[src/rtl/sfdx_pkg.sv]
// Package for the serial frame deframer: frame constants, parser phases,
// status and acknowledge codes, and the result record passed between modules.
// No dependencies.
package sfdx_pkg;

    localparam logic [7:0] HDR0     = 8'hFF;
    localparam logic [7:0] HDR1     = 8'hFC;
    localparam logic [7:0] TAIL0    = 8'hA1;
    localparam logic [7:0] TAIL1    = 8'hA2;
    localparam logic [7:0] ID_POSE  = 8'hE0;
    localparam logic [7:0] ID_IMU   = 8'hE1;
    localparam logic [7:0] ID_ACK   = 8'hF0;
    localparam logic [7:0] ACK_POS  = 8'hF2;
    localparam logic [7:0] ACK_NAV  = 8'hF6;
    localparam logic [7:0] ACK_DONE = 8'hF7;

    localparam logic [7:0] ID_LIMIT_RESET     = 8'd241;
    localparam logic [7:0] LENGTH_LIMIT_RESET = 8'd100;

    localparam int CFG_IDX_W  = 1;
    localparam int CFG_DATA_W = 8;
    localparam int TDATA_W    = 32;

    localparam logic [CFG_IDX_W-1:0] CFG_ID_LIMIT     = 1'b0;
    localparam logic [CFG_IDX_W-1:0] CFG_LENGTH_LIMIT = 1'b1;

    typedef enum logic [2:0] {
        PH_IDLE    = 3'd0,
        PH_SYNC    = 3'd1,
        PH_ID      = 3'd2,
        PH_LEN     = 3'd3,
        PH_PAYLOAD = 3'd4,
        PH_CHECK   = 3'd5,
        PH_TAIL0   = 3'd6,
        PH_TAIL1   = 3'd7
    } phase_t;

    typedef enum logic [2:0] {
        ST_POSE    = 3'd0,
        ST_IMU     = 3'd1,
        ST_ACK     = 3'd2,
        ST_UNKNOWN = 3'd3,
        ST_BAD_SUM = 3'd4
    } status_t;

    typedef enum logic [1:0] {
        ACK_POS_OK  = 2'd0,
        ACK_NAV_OK  = 2'd1,
        ACK_REACHED = 2'd2,
        ACK_OTHER   = 2'd3
    } ack_t;

    typedef enum logic {
        KIND_PAYLOAD = 1'b0,
        KIND_STATUS  = 1'b1
    } kind_t;

    typedef struct packed {
        kind_t      item_kind;
        logic [7:0] payload_byte;
        logic [7:0] payload_index;
        logic [7:0] frame_kind;
        status_t    frame_status;
        ack_t       ack_code;
        logic       frame_accepted;
    } result_t;

endpackage

[src/rtl/serial_frame_deframer_xor_top.sv]
// Top level of the serial frame deframer with XOR checksum.
// Instantiates sfdx_parser and sfdx_out_stage; depends on sfdx_pkg.
//
// One received byte enters per beat on s_, one byte per clock while s_tready is
// high. A byte is parsed in the cycle it is accepted; its result (a payload
// beat, or a status beat at the second tail byte) is registered in the result
// register or the one skid entry behind it on the output, and s_tready drops
// only when both hold results that m_ has not taken. Frame layout: FF FC, id,
// length, payload, XOR checksum, A1 A2. The user must write the id and length
// limits on the cfg_ port only while idle; the block does not enforce this.
module serial_frame_deframer_xor_top (
    input  logic                             aclk,
    input  logic                             aresetn,
    input  logic                             s_tvalid,
    output logic                             s_tready,
    input  logic [7:0]                       s_tdata,   // [7:0] rx_byte
    output logic                             m_tvalid,
    input  logic                             m_tready,
    // [7:0] payload_byte, [15:8] payload_index, [23:16] frame_kind,
    // [26:24] frame_status, [28:27] ack_code, [29] frame_accepted, [31:30] zero
    output logic [sfdx_pkg::TDATA_W-1:0]     m_tdata,
    output logic                             m_tuser,   // [0] item_kind
    input  logic                             cfg_we,
    input  logic [sfdx_pkg::CFG_IDX_W-1:0]   cfg_index,
    input  logic [sfdx_pkg::CFG_DATA_W-1:0]  cfg_data
);
    import sfdx_pkg::*;

    logic    byte_accept;
    logic    res_valid;
    result_t res;
    result_t out_res;

    assign byte_accept = s_tvalid && s_tready;

    sfdx_parser u_parser (
        .aclk        (aclk),
        .aresetn     (aresetn),
        .byte_accept (byte_accept),
        .rx_byte     (s_tdata),
        .cfg_we      (cfg_we),
        .cfg_index   (cfg_index),
        .cfg_data    (cfg_data),
        .res_valid   (res_valid),
        .res         (res)
    );

    sfdx_out_stage u_out (
        .aclk       (aclk),
        .aresetn    (aresetn),
        .push       (byte_accept && res_valid),
        .push_data  (res),
        .push_ready (s_tready),
        .out_valid  (m_tvalid),
        .out_ready  (m_tready),
        .out_data   (out_res)
    );

    assign m_tuser = out_res.item_kind;
    assign m_tdata = {2'b00, out_res.frame_accepted, out_res.ack_code,
                      out_res.frame_status, out_res.frame_kind,
                      out_res.payload_index, out_res.payload_byte};

endmodule

[src/rtl/sfdx_parser.sv]
// Frame parser: phase register, counters, running XOR and the limit registers.
// Forms at most one result per accepted byte. Depends on sfdx_pkg.
module sfdx_parser (
    input  logic                             aclk,
    input  logic                             aresetn,
    input  logic                             byte_accept,
    input  logic [7:0]                       rx_byte,
    input  logic                             cfg_we,
    input  logic [sfdx_pkg::CFG_IDX_W-1:0]   cfg_index,
    input  logic [sfdx_pkg::CFG_DATA_W-1:0]  cfg_data,
    output logic                             res_valid,
    output sfdx_pkg::result_t                res
);
    import sfdx_pkg::*;

    phase_t     phase_reg, phase_next;
    logic [7:0] left_reg, left_next;
    logic [7:0] index_reg, index_next;
    logic [7:0] xor_reg, xor_next;
    logic [7:0] check_reg, check_next;
    logic [7:0] id_reg, id_next;
    logic [7:0] first_reg, first_next;
    logic [7:0] id_limit_reg;
    logic [7:0] length_limit_reg;
    status_t    status;
    ack_t       ack;

    always_ff @(posedge aclk) begin
        if (!aresetn) begin
            phase_reg        <= PH_IDLE;
            left_reg         <= '0;
            index_reg        <= '0;
            xor_reg          <= '0;
            check_reg        <= '0;
            id_reg           <= '0;
            first_reg        <= '0;
            id_limit_reg     <= ID_LIMIT_RESET;
            length_limit_reg <= LENGTH_LIMIT_RESET;
        end else begin
            if (byte_accept) begin
                phase_reg <= phase_next;
                left_reg  <= left_next;
                index_reg <= index_next;
                xor_reg   <= xor_next;
                check_reg <= check_next;
                id_reg    <= id_next;
                first_reg <= first_next;
            end
            if (cfg_we) begin
                case (cfg_index)
                    CFG_ID_LIMIT:     id_limit_reg     <= cfg_data;
                    CFG_LENGTH_LIMIT: length_limit_reg <= cfg_data;
                    default: ;
                endcase
            end
        end
    end

    // frame verdict at the second tail byte
    always_comb begin
        ack = ACK_POS_OK;
        if (check_reg != xor_reg) begin
            status = ST_BAD_SUM;
        end else if (id_reg == ID_POSE) begin
            status = ST_POSE;
        end else if (id_reg == ID_IMU) begin
            status = ST_IMU;
        end else if (id_reg == ID_ACK) begin
            status = ST_ACK;
            case (first_reg)
                ACK_POS:  ack = ACK_POS_OK;
                ACK_NAV:  ack = ACK_NAV_OK;
                ACK_DONE: ack = ACK_REACHED;
                default:  ack = ACK_OTHER;
            endcase
        end else begin
            status = ST_UNKNOWN;
        end
    end

    always_comb begin
        phase_next = phase_reg;
        left_next  = left_reg;
        index_next = index_reg;
        xor_next   = xor_reg;
        check_next = check_reg;
        id_next    = id_reg;
        first_next = first_reg;
        res_valid  = 1'b0;
        res        = '0;
        case (phase_reg)
            PH_IDLE: begin
                if (rx_byte == HDR0) begin
                    phase_next = PH_SYNC;
                    xor_next   = rx_byte;
                end
            end
            PH_SYNC: begin
                if (rx_byte == HDR1) begin
                    phase_next = PH_ID;
                    xor_next   = xor_reg ^ rx_byte;
                end else begin
                    phase_next = PH_IDLE;
                end
            end
            PH_ID: begin
                if (rx_byte < id_limit_reg) begin
                    phase_next = PH_LEN;
                    id_next    = rx_byte;
                    xor_next   = xor_reg ^ rx_byte;
                end else begin
                    phase_next = PH_IDLE;
                end
            end
            PH_LEN: begin
                if (rx_byte < length_limit_reg) begin
                    phase_next = PH_PAYLOAD;
                    left_next  = rx_byte;
                    index_next = '0;
                    xor_next   = xor_reg ^ rx_byte;
                end else begin
                    phase_next = PH_IDLE;
                end
            end
            PH_PAYLOAD: begin
                if (left_reg == '0) begin
                    phase_next = PH_IDLE;
                end else begin
                    res_valid         = 1'b1;
                    res.item_kind     = KIND_PAYLOAD;
                    res.payload_byte  = rx_byte;
                    res.payload_index = index_reg;
                    res.frame_kind    = id_reg;
                    if (index_reg == '0) begin
                        first_next = rx_byte;
                    end
                    xor_next   = xor_reg ^ rx_byte;
                    index_next = index_reg + 8'd1;
                    left_next  = left_reg - 8'd1;
                    if (left_reg == 8'd1) begin
                        phase_next = PH_CHECK;
                    end
                end
            end
            PH_CHECK: begin
                check_next = rx_byte;
                phase_next = PH_TAIL0;
            end
            PH_TAIL0: begin
                phase_next = (rx_byte == TAIL0) ? PH_TAIL1 : PH_IDLE;
            end
            PH_TAIL1: begin
                phase_next = PH_IDLE;
                if (rx_byte == TAIL1) begin
                    res_valid          = 1'b1;
                    res.item_kind      = KIND_STATUS;
                    res.frame_kind     = id_reg;
                    res.frame_status   = status;
                    res.ack_code       = ack;
                    res.frame_accepted = (status == ST_POSE) || (status == ST_IMU);
                end
            end
            default: phase_next = PH_IDLE;
        endcase
    end

    a_payload_phase: assert property (@(posedge aclk) disable iff (!aresetn)
        (byte_accept && res_valid && res.item_kind == KIND_PAYLOAD)
            |-> (phase_reg == PH_PAYLOAD && left_reg != '0))
        else $error("payload beat outside payload phase");

    a_status_phase: assert property (@(posedge aclk) disable iff (!aresetn)
        (byte_accept && res_valid && res.item_kind == KIND_STATUS)
            |-> (phase_reg == PH_TAIL1 && rx_byte == TAIL1))
        else $error("status beat without complete tail");

    a_last_byte: assert property (@(posedge aclk) disable iff (!aresetn)
        (byte_accept && phase_reg == PH_PAYLOAD && left_reg == 8'd1)
            |=> (phase_reg == PH_CHECK))
        else $error("last payload byte did not move to checksum");

endmodule

[src/rtl/sfdx_out_stage.sv]
// Result register with a skid entry, so a byte is taken while a result waits.
// Depends on sfdx_pkg.
module sfdx_out_stage (
    input  logic              aclk,
    input  logic              aresetn,
    input  logic              push,
    input  sfdx_pkg::result_t push_data,
    output logic              push_ready,
    output logic              out_valid,
    input  logic              out_ready,
    output sfdx_pkg::result_t out_data
);
    import sfdx_pkg::*;

    logic    main_valid_reg, main_valid_next;
    logic    skid_valid_reg, skid_valid_next;
    result_t main_reg, main_next;
    result_t skid_reg, skid_next;
    logic    pop;

    assign pop        = main_valid_reg && out_ready;
    assign push_ready = !skid_valid_reg;
    assign out_valid  = main_valid_reg;
    assign out_data   = main_reg;

    always_comb begin
        main_valid_next = main_valid_reg;
        skid_valid_next = skid_valid_reg;
        main_next       = main_reg;
        skid_next       = skid_reg;
        if (pop) begin
            if (skid_valid_reg) begin
                main_next       = skid_reg;
                skid_valid_next = push;
                skid_next       = push_data;
            end else begin
                main_valid_next = push;
                main_next       = push_data;
            end
        end else if (push) begin
            if (!main_valid_reg) begin
                main_valid_next = 1'b1;
                main_next       = push_data;
            end else begin
                skid_valid_next = 1'b1;
                skid_next       = push_data;
            end
        end
    end

    always_ff @(posedge aclk) begin
        if (!aresetn) begin
            main_valid_reg <= 1'b0;
            skid_valid_reg <= 1'b0;
        end else begin
            main_valid_reg <= main_valid_next;
            skid_valid_reg <= skid_valid_next;
        end
        main_reg <= main_next;
        skid_reg <= skid_next;
    end

    a_skid_behind_main: assert property (@(posedge aclk) disable iff (!aresetn)
        skid_valid_reg |-> main_valid_reg)
        else $error("skid entry held with empty result register");

    a_skid_moves_up: assert property (@(posedge aclk) disable iff (!aresetn)
        (pop && skid_valid_reg) |=> (main_valid_reg && main_reg == $past(skid_reg)))
        else $error("skid entry not promoted on drain");

    a_status_fields: assert property (@(posedge aclk) disable iff (!aresetn)
        (main_valid_reg && main_reg.item_kind == KIND_PAYLOAD)
            |-> (main_reg.frame_accepted == 1'b0 && main_reg.ack_code == ACK_POS_OK))
        else $error("payload beat carries status fields");

endmodule

[config.mk]
export PLATFORM = sky130hd
export DESIGN_NAME = serial_frame_deframer_xor_top
export DESIGN_NICKNAME = d
export VERILOG_FILES = /design/src/rtl/sfdx_pkg.sv /design/src/rtl/serial_frame_deframer_xor_top.sv /design/src/rtl/sfdx_parser.sv /design/src/rtl/sfdx_out_stage.sv
export SDC_FILE = /design/constraint.sdc
export NUM_CORES = 1
export LEC_CHECK = 0
export BUFFER_PORTS_ARGS = -buffer_cell sky130_fd_sc_hd__buf_2
export CAP_MARGIN = 20
export CORE_MARGIN = 2
export CORE_UTILIZATION = 55
export DETAILED_ROUTE_END_ITERATION = 10
export PLACE_DENSITY = 0.74
export SLEW_MARGIN = 20
export SYNTH_ARGS = -nofsm -noshare
export SYNTH_HDL_FRONTEND = slang
export SYNTH_HIERARCHICAL = 1
export SYNTH_SLANG_ARGS = --single-unit
[constraint.sdc]
create_clock -name aclk -period 6.67 [get_ports aclk]
set_input_delay 1.0005 -clock aclk [delete_from_list [all_inputs] [get_ports aclk]]
set_output_delay 1.0005 -clock aclk [all_outputs]
set_load 0.005 [all_outputs]
==> run metrics, run 1 <==
CTS H-Tree Depth=4; Synth Flop Type=dfxtp_1; post-synthesis mux area share=9.958%; main combinational cell family by area after synthesis=simple AND/OR/NAND/NOR gates; DR WL/cell=16.71 microns; Synth Area in Compound Gates=12.80%; Yosys warning count=6; Setup crit end kind=register; Post-CTS Setup Bufs=0; via count=4791; hold path depth=2; gp weighted congestion=0.8230; total congestion overflow=0; crit path DAT=3570 ps; post-CTS sizing=0; layout cells sized above 1=20.35%; number of global-route vias before repair=4579; most frequent cells in the layout=nand2_1 (79), dfxtp_1 (69), edfxtp_1 (62); die area=12810 sq um; flop2flop setup slack=3390 ps; final setup fails=0; Critical Path Start Type=primary input; Rel. slew slack=37.00%; drt first-iter violations=446; I/O Buffers=54; R2R Path End=u_out/out_data[22]; r2r startpoint=u_parser/phase_reg[2]; post-DP HPWL=9156 microns; Area Growth Syn to Fin=13.14%; Setup TNS=0 ps; slew at the pin with the worst max-slew slack=944.8 ps; Hold Crit Class=register to register; Residual DRC=4; Min Hold Slack=476.0 ps; Ports=57; Reg clk slew, reported paths=60 ps; Final Skew=8.486 ps; critical path peak fanout=31; drt via density=5.836; hold-fix buffers at CTS=0; placed cell area=6853 sq um; Highest Clock Rate=283.7 MHz; die height=113.2 microns; row cnt=39; Final ANT Viol Nets=0; Die Wd=113.2 microns; CTS Buf Count=17; antenna fix cells=0; hold_sp=u_parser/check_reg[1]; drt pass-1 iters=8; Final nets=705; post-synthesis cell type count=59; syn_area_per_cell=10.48 sq um; Core ar.=11520 sq um; peak supply drop=204.0 uV; Final Cell Area=7421 sq um; final WL=13720 microns; pwr/cell area=242.6 nW/um^2; Post-synth ARST share=0%; Skew-Pair Late Insertion Delay=420 ps; post-synthesis simple-gate area fraction=18.77%; Crit Path Category=primary input to register; commonest non-fill, non-tap cell in the layout=nand2_1; LEAKAGE=2.663 nW; buffer depth of the longest clock path=2; failing checks=design-rule violations; initial antenna violation count=0; cells after synthesis=626; MaxCap Viol Count=0; Final Max Tran Viols=0; Total GRT Usage=22.07%; CP startpoint=s_tdata[6]; cells on worst reg2reg path=7; largest net degree at the start of global routing=85; first-pass GRT wire length=22470 microns; Post-Synth Adder-Cell Area=3.434%; Root Buffer=clkbuf_16; Period minus WS final=3525 ps; status=finished, violations left; post-route clock period utilization=52.85%; Seq/Total Area, Yosys=49.45%; XOR/XNOR share of the synthesized area=1.469%; RSZ-0062 raised after global routing=false; Synth Cell Area=6559 sq um; Hold Path Sink=u_parser/check_reg[1]; CTS Sinks=131; Synth Register Bits=131; CTS tree=built; Data required, critical path=6710 ps; Post-synth EDFFs=62; Initial Util=56.95%; final hold violation count=0
==> worst max-delay path by stage <==
stage | to | slack [ps] | cells past startpoint
after floorplan | u_out/skid_reg[0] | 2040 | 9
after global placement | u_out/out_data[23] | 2830 | 8
after detailed placement | u_out/out_data[25] | 2700 | 8
after CTS | u_out/out_data[4] | 3150 | 8
after global routing | u_out/out_data[0] | 2980 | 8
final | u_out/out_data[22] | 3150 | 8
==> synth_stat cells, drive strengths merged (11+ instances only) <==
cell | count | area share [%]
a21boi | 18 | 2.1
and2 | 20 | 1.9
buf | 11 | 1.3
clkbuf | 27 | 1.5
dfxtp | 69 | 21
edfxtp | 62 | 28
ha | 18 | 3.4
inv | 22 | 1.3
mux2 | 32 | 7.2
mux2i | 18 | 2.7
nand2 | 81 | 4.7
nand3 | 17 | 1.5
nor2 | 32 | 1.9
nor2b | 32 | 3.1
nor4 | 11 | 1.0
o211ai | 18 | 2.1
o21ai | 28 | 2.2
==> kinds of logic after synthesis <==
family,count (synthesis)
buf+inv,60
compound gates,120
other cells,1
simple gates,235
xor+xnor,11
mux,50
flops,131
fa+ha+maj,18
==> per-layer routing <==
| metal | part of all wire, % | track usage, % |
|---|---|---|
| met3 | 5.8 | 4.821 |
| met2 | 48 | 35.97 |
| met4 | 2.5 | 10.16 |
| met1 | 44 | 28.21 |
| met5 | 0 | 0 |
==> power by group <==
part / switching, mW / leakage, nW / internal [mW]
logic: 0.0463 / 1.38 / 0.0247
clock network: 0.341 / 0.267 / 0.546
registers: 0.00251 / 1.01 / 0.840
total: 0.389 / 2.66 / 1.41
==> critical path, stage by stage <==
cell    delay (ps)
buf_2          180
or4_1          540
or3_4          430
nor3_4         230
nor2_1         170
inv_1           80
and3_1         240
mux2_2         670
==> area by class of cell <==
| type | count | area [sq um] |
|---|---|---|
| clock buffers | 18 | 429.2 |
| fillers | 912 | 4095 |
| flip-flops and latches | 131 | 3243 |
| inverters | 22 | 82.58 |
| repair buffers | 57 | 292.8 |
| clock inverters | 14 | 138.9 |
| well taps | 143 | 178.9 |
| multi-input cells | 436 | 3055 |
==> through the flow <==
stage	total power, mW	std cells	worst slack [ps]	utilization (%)
after global routing	1.855	821	2977	64.44
final	1.800	821	3145	64.44
after detailed placement	0.9295	789	2697	59.51
after global placement	0.9262	789	2825	59.51
after CTS	1.810	821	3154	64.44
after floorplan	0.9052	627	2036	-
Power figures use the tool's default switching activity.
==> run 2: changes to the inputs <==
--- a/config.mk
+++ b/config.mk
@@ -8,9 +8,9 @@
 export BUFFER_PORTS_ARGS = -buffer_cell sky130_fd_sc_hd__buf_2
 export CAP_MARGIN = 20
 export CORE_MARGIN = 2
-export CORE_UTILIZATION = 55
+export CORE_UTILIZATION = 54
 export DETAILED_ROUTE_END_ITERATION = 10
-export PLACE_DENSITY = 0.74
+export PLACE_DENSITY = 0.76
 export SLEW_MARGIN = 20
 export SYNTH_ARGS = -nofsm -noshare
 export SYNTH_HDL_FRONTEND = slang
==> constraint.sdc (replaced) <==
create_clock -name aclk -period 3.2 [get_ports aclk]
set_input_delay 0.48 -clock aclk [delete_from_list [all_inputs] [get_ports aclk]]
set_output_delay 0.48 -clock aclk [all_outputs]
set_load 0.005 [all_outputs]
==> run metrics, run 2 (same netlist as run 1, synthesis figures left out) <==
critical path cell sequence=or3b_2, a21oi_1, nor2_2, inv_1, and3_1, mux2i_1, nor2b_4, buf_12; number of global-route vias before repair=4721 (+3.1%); Clk pwr share=48.7% (-0.6 points); Data required, critical path=3310 ps (-3400 ps); buffer depth of the longest clock path=2 (unchanged); Highest Clock Rate=360.6 MHz; layout cells sized above 1=21.59% (+1.2 points); commonest non-fill, non-tap cell in the layout=nand2_1; Hold Crit Class=primary input to register; I/O Buffers=54 (unchanged); P_int=2.943 mW (+110%); Switching Share=21.06% (-0.57 points); CTS H-Tree Depth=4 (unchanged); layout filler cell count=954 (+4.6%); CP max stage delay=540 ps (-130 ps); crit path DAT=2880 ps (-690 ps); CTS tree=built; pwr/cell area=494.7 nW/um^2 (+100%); CP Buf/Inv Count=2 (unchanged); LEAKAGE=2.773 nW (+4.1%); drt pass-1 iters=5 (-3); CP startpoint=u_parser/phase_reg[0]; largest net degree at the start of global routing=60 (-29%); Reg clk slew, reported paths=60 ps (about the same); Area Growth Syn to Fin=14.90%; cells on worst reg2reg path=8 (+1); post-CTS sizing=0 (unchanged); Critical Path Start Type=register; Skew-Pair Late Insertion Delay=420 ps (about the same); DR WL/cell=16.34 microns (-2.2%); Crit Path Category=register to register; final hold violation count=0 (unchanged); total congestion overflow=0 (unchanged); most frequent cells in the layout=nand2_1 (79), dfxtp_1 (69), edfxtp_1 (62); cell count along the critical path=8 (unchanged); critical path peak fanout=31 (unchanged); Final Max Tran Viols=0 (unchanged); row cnt=40 (+2.6%); Setup WS pre-CTS=151.1 ps (-2546 ps); post-DP HPWL=9277 microns (+1.3%); CTS Buf Count=17 (unchanged); Setup TNS=0 ps (unchanged); MaxCap Viol Count=0 (unchanged); RSZ-0062 raised after global routing=false; Initial Util=55.06% (-1.9 points); post-route clock period utilization=86.66%; hold path depth=3 (+1); Setup crit end kind=register; Final nets=717 (+1.7%); Rel. slew slack=31.83% (-5.2 points); Residual DRC=0 (-4); hold-fix buffers at CTS=0 (unchanged); sequential power share=47.1% (+0.3 points); final WL=13680 microns (-0.29%); Final ANT Viol Nets=0 (unchanged); Final Skew=8.671 ps (+0.1852 ps); slowest CP cell=or3b_2; hold_sp=cfg_data[0]; Total GRT Usage=22.03% (-0.040 points); drt first-iter violations=394 (-12%); peak supply drop=232.6 uV (+14%); final setup fails=0 (unchanged); gp weighted congestion=0.8487 (+3.1%); Comb pwr share=4.2% (+0.3 points); Post-CTS Setup Bufs=0 (unchanged); delay-heaviest family, CP=simple AND/OR/NAND/NOR gates; Root Buffer=clkbuf_16; Core Util, Final=63.27% (-1.2 points); Die Wd=114.2 microns (+0.89%); Core ar.=11910 sq um (+3.4%); drt via density=5.791 (-0.77%); Period minus WS final=2773 ps; slew at the pin with the worst max-slew slack=1023 ps (+77.73 ps); Ports=57 (unchanged); via count=4847 (+1.2%); first-pass GRT wire length=22470 microns (about the same); P_sw=785.2 uW (+100%); setup ws final=427.0 ps (-2718 ps); r2r startpoint=u_parser/phase_reg[0]; CTS Sinks=131 (unchanged); initial antenna violation count=0 (unchanged); die area=13040 sq um (+1.8%); status=finished clean; die height=114.2 microns (+0.89%); antenna fix cells=0 (unchanged)
[run 2: final cells by class]
| class | instances | area (sq um) | area share [%] |
|---|---|---|---|
| Timing Repair Buffer | 69 | 407.9 | 5.413 |
| Clock inverter | 11 | 115.1 | 1.527 |
| Inverter | 22 | 82.58 | 1.096 |
| Sequential cell | 131 | 3243 | 43.04 |
| Tap cell | 147 | 183.9 | 2.441 |
| Multi-Input combinational cell | 436 | 3063 | 40.64 |
| Clock buffer | 21 | 440.4 | 5.844 |
[run 2: path summary, 6_finish.rpt]
check                             end  slack [ps]
min          u_parser/id_limit_reg[0]         310
min reg2reg  u_parser/id_limit_reg[1]         470
max                u_out/skid_reg[24]         430
max reg2reg        u_out/skid_reg[24]         430
[run 2: worst reg2reg max path, stage by stage, from the launching register on]
cell and delay [ps]:
dfxtp_1 490, or3b_2 550, a21oi_1 410, nor2_2 170, inv_1 80, and3_1 260, mux2i_1 140, nor2b_4 160
buf_12 210
[run 2: power groups by stage]
stage / logic, mW / clock network (mW) / registers (mW)
floorplan: 0.0974 / 0 / 1.79
global placement: 0.146 / 0 / 1.79
detailed placement: 0.153 / 0 / 1.79
CTS: 0.153 / 1.85 / 1.76
global route: 0.172 / 1.93 / 1.76
finish: 0.155 / 1.82 / 1.76
[run 2: stage by stage]
| stage | cell area [sq um] | hold WS (ps) | power (mW) | std cells |
|---|---|---|---|---|
| 6_report | 7536 | 311.9 | 3.728 | 837 |
| 5_1_grt | 7536 | 294.6 | 3.853 | 837 |
| 4_1_cts | 7536 | 291.8 | 3.758 | 837 |
| 3_5_place_dp | 6980 | 457.7 | 1.944 | 805 |
| 3_3_place_gp | 6980 | 455.1 | 1.936 | 805 |
| 2_1_floorplan | 6573 | 443.5 | 1.887 | 627 |
[run 2: metal layers]
layer	up-vias	track usage (%)	part of all wire, %	wire [microns]
li1	2349	-	-	-
met1	2285	27.08	44	5995
met2	187	36.90	48	6597
met3	26	5.823	6.1	839
met4	0	9.024	1.8	248
met5	-	0	0	0
